[src/hw/rtl/adaptive_jitter_buffer_defines.svh]
// Assertion helpers for the jitter buffer.
`ifndef ADAPTIVE_JITTER_BUFFER_DEFINES_SVH
`define ADAPTIVE_JITTER_BUFFER_DEFINES_SVH
// Implication checked on every clock edge outside reset.
`define AJB_ASSERT_IMPL(label, clk, rst, ante, cons) \
   label: assert property (@(posedge clk) disable iff (rst) (ante) |-> (cons)) \
      else $error("assertion failed");
// Condition that holds at every clock edge outside reset.
`define AJB_ASSERT_ALWAYS(label, clk, rst, cond) \
   label: assert property (@(posedge clk) disable iff (rst) (cond)) \
      else $error("assertion failed");
`endif

[src/hw/rtl/ajb_ram.sv]
module ajb_ram #(
   parameter int Width = 8,
   parameter int Depth = 32
) (
   input  logic                     clock,
   input  logic                     wr_en,
   input  logic [$clog2(Depth)-1:0] wr_addr,
   input  logic [Width-1:0]         wr_data,
   input  logic [$clog2(Depth)-1:0] rd_addr,
   output logic [Width-1:0]         rd_data
);

   logic [Width-1:0] mem_ff [Depth];
   logic [Width-1:0] rd_data_ff;

   // Single write port, registered read port.
   always_ff @(posedge clock) begin
      if (wr_en) begin
         mem_ff[wr_addr] <= wr_data;
      end
      rd_data_ff <= mem_ff[rd_addr];
   end

   assign rd_data = rd_data_ff;

endmodule

[config.mk]
export PLATFORM = sky130hd
export DESIGN_NAME = ajb_ram
export DESIGN_NICKNAME = d
export VERILOG_FILES = /design/src/hw/rtl/adaptive_jitter_buffer_defines.svh /design/src/hw/rtl/ajb_ram.sv
export SDC_FILE = /design/constraint.sdc
export NUM_CORES = 1
export LEC_CHECK = 0
export ABC_AREA = 1
export BUFFER_PORTS_ARGS = -buffer_cell sky130_fd_sc_hd__buf_2
export CORE_UTILIZATION = 43
export CTS_CLUSTER_DIAMETER = 100
export DETAILED_ROUTE_END_ITERATION = 10
export PLACE_DENSITY = 0.64
export SLEW_MARGIN = 40
export SYNTH_ARGS = -nofsm -noshare
export SYNTH_HDL_FRONTEND = slang
export SYNTH_SLANG_ARGS = --single-unit
[constraint.sdc]
create_clock -name clock -period 1.4 [get_ports clock]
set_input_delay 0.14 -clock clock [delete_from_list [all_inputs] [get_ports clock]]
set_output_delay 0.14 -clock clock [all_outputs]
set_load 0.03 [all_outputs]
==> results.sh <==
export IMPL_outcome="complete, no violations"
export IMPL_synthToLayoutAreaGrowth_pct=16.4
export IMPL_antenna_cells_inserted=0
export IMPL_rr_endpoint="rd_data[7]$_DFF_P_"
export IMPL_chipHeight_um=160
export IMPL_sequential_cell_area_um2=7850
export IMPL_wire_per_inst_um=19.4
export IMPL_static_leakage_power_uw=0.00476
export IMPL_synth_seq_cells=264
export IMPL_die_width_um=160
export IMPL_avgViaCountPerCell=5.24
export IMPL_row_count=57
export IMPL_timing_critical_path_slowest_cell_delay_ns=0.37
export IMPL_max_freq_mhz=791
export IMPL_grt_max_degree=53
export IMPL_final_max_tran_viols=0
export IMPL_slew_headroom_pct=72.2
export IMPL_grt_setup_unrepaired="false"
export IMPL_critical_path_depth=1
export IMPL_start_kind="register"
export IMPL_family_with_the_most_delay_on_the_worst_path="flip-flops"
export IMPL_cts_path_max_buffers=3
export IMPL_num_io_pins=28
export IMPL_clk_transition_reported_paths_ns=0.06
export IMPL_cp_required_ns=1.26
export IMPL_grt_pass1_vias=6954
export IMPL_syn_inst=922
export IMPL_grt_pass1_wl_um=40000
export IMPL_depth_of_the_worst_register_to_register_path=8
export IMPL_finalClockSkew_ns=0.0234
export IMPL_die_area_um2=25700
export IMPL_antenna_found_initial=0
export IMPL_worstSetupEndpoint="rd_data[4]"
export IMPL_finalWirelength_um=26100
export IMPL_yosys_warnings=0
export IMPL_placeableCoreArea_um2=24500
export IMPL_grt_ovfl_total=0
export IMPL_fin_crit_ns=1.26
export IMPL_syn_mean_instance_area_um2=11.7
export IMPL_max_fanout_on_critical_path=1
export IMPL_rrSetupSlack_ns=0.17
export IMPL_power_density_nw_per_um2=1370
export IMPL_path_type_of_the_worst_min_delay_path="input port to register"
export IMPL_final_net_count=1019
export IMPL_place_hpwl_um=16200
export IMPL_final_cell_mix="360 x nand2_1, 256 x edfxtp_1, 204 x nand3_1, 56 x buf_4, 32 x nor2_1"
export IMPL_clock_insertion_delay_worst_skew_ns=0.54
export IMPL_timing_critical_path_slowest_stage_cell="dfxtp_1"
export IMPL_design_power_total_uw=17200
export IMPL_area_of_the_multi_input_gates_um2=2490
export IMPL_synth_seq_area_share_pct=72.8
export IMPL_critical_path_endpoint_type="primary output"
export IMPL_setup_viol=0
export IMPL_peak_vdd_ir_uv=766
export IMPL_postRouteAntennaNets=0
export IMPL_postCtsSetupBuffers=0
export IMPL_worstReg2RegStart="mem_ff[7][7]$_DFFE_PP_"
export IMPL_vias=7038
export IMPL_fin_hold_ws_ns=0.0189
export IMPL_port_buffers=27
export IMPL_yosysUniqueCellTypes=12
export IMPL_worst_slew_pin_slew_ns=0.417
export IMPL_timing_final_crit_share_pct=90.3
export IMPL_post_synthesis_instance_area_um2=10800
export IMPL_crit_path_cell_trace="buf_2"
export IMPL_numClockSinks=264
export IMPL_drc=0
export IMPL_hold_viol_final=0
export IMPL_track_usage_pct=20.7
export IMPL_cts_made_buffers=27
export IMPL_layout_drive_gt1_share_pct=13.8
export IMPL_fill_cells=2137
export IMPL_detailedRoute_firstPassIterationCount=5
export IMPL_number_of_buffer_and_inverter_instances_along_the_worst_setup_path=1
export IMPL_cts_root_buffer="clkbuf_16"
export IMPL_cts_tree="done"
export IMPL_worst_setup_path_startpoint="rd_data[4]$_DFF_P_"
export IMPL_worst_ep_arrival_time_ns=1.12
export IMPL_synth_nets=942
export IMPL_start_util_pct=44.1
export IMPL_cts_resized=0
export IMPL_critical_path_class="register to primary output"
export IMPL_h_tree_depth=1
export IMPL_max_cap_violations=0
export IMPL_1st_iter_drt_viols=680
export IMPL_leading_cell_type_in_the_layout_fill_and_taps_excluded="nand2_1"
export IMPL_finalWeightedCongestion=0.822
==> metrics by stage <==
stage	worst slack, ns	utilization (%)	TNS [ns]	cells	instance area (µm²)
5_1_grt	0.104	51.3	0	1344	12600
6_report	0.136	51.3	0	1344	12600
4_1_cts	0.106	51.3	0	1344	12600
3_3_place_gp	-0.0367	47.6	-0.116	1292	11700
3_5_place_dp	-0.0328	47.6	-0.123	1292	11700
2_1_floorplan	0.226	-	0	922	10800
==> repair_timing <==
action	in CTS	in global routing
hold buffers	2	0
hold endpoints to repair	16	0
setup endpoints to repair	0	0
==> layer usage <==
| layer | GRT usage [%] | vias to the layer above | routed length, µm |
|---|---|---|---|
| met4 | 5.93 | 0 | 569 |
| met3 | 2.48 | 47 | 1560 |
| met1 | 28.9 | 3391 | 11300 |
| li1 | - | 3352 | - |
| met2 | 34.3 | 248 | 12700 |
| met5 | 0 | - | 0 |
==> registers in the layout, indices dropped and copies added (netlist names) <==
name	flops
mem_ff	256
rd_data	8
==> power by group <==
| part | switching (µW) | internal [µW] | leakage (µW) |
|---|---|---|---|
| clock network | 2920 | 4210 | 0.000433 |
| registers | 34.3 | 8780 | 0.00237 |
| logic | 839 | 371 | 0.00195 |
==> layout make-up <==
| class | instances | area share [%] |
|---|---|---|
| tap | 324 | 3.23 |
| multi-input combinational | 596 | 19.9 |
| sequential | 264 | 62.5 |
| inverter | 10 | 0.319 |
| clock inverter | 14 | 1.19 |
| clock buffer | 36 | 5.81 |
| timing repair buffer | 100 | 7.10 |
==> worst reg2reg max path: cells and delay by family, from the launching register on <==
| family | cells | cell delay, ns |
|---|---|---|
| simple gates | 8 | 0.72 |
| flops | 1 | 0.38 |
==> how the worst min path moves through the flow <==
stage               startpoint                 endpoint  cells past startpoint
finish              wr_data[5]   mem_ff[1][5]$_DFFE_PP_                      1
global placement    rd_addr[4]       rd_data[7]$_DFF_P_                      3
floorplan           wr_data[0]   mem_ff[0][0]$_DFFE_PP_                      0
detailed placement  rd_addr[4]       rd_data[7]$_DFF_P_                      3
CTS                 wr_data[5]  mem_ff[13][5]$_DFFE_PP_                      1
global route        wr_data[5]  mem_ff[13][5]$_DFFE_PP_                      1
==> Yosys cell counts <==
master      n  share of area, %
nand2_1   360                13
buf_6      24               2.5
inv_2       2             0.070
edfxtp_1  256                71
buf_1       2             0.070
buf_4       4              0.28
nor2_1     32               1.1
inv_1       8              0.28
buf_2      15              0.70
nand3_1   204               9.5
clkbuf_1    7              0.24
dfxtp_1     8               1.5
==> cells by family (layout without fill, tap and decap cells) <==
logic type	after synthesis	after routing	share of synthesized area [%]
DFF	264	264	72.8
buffers and inverters	62	160	4.14
and+or+nand+nor	596	596	23.1
Note: power is estimated with default switching activity, not from simulation.
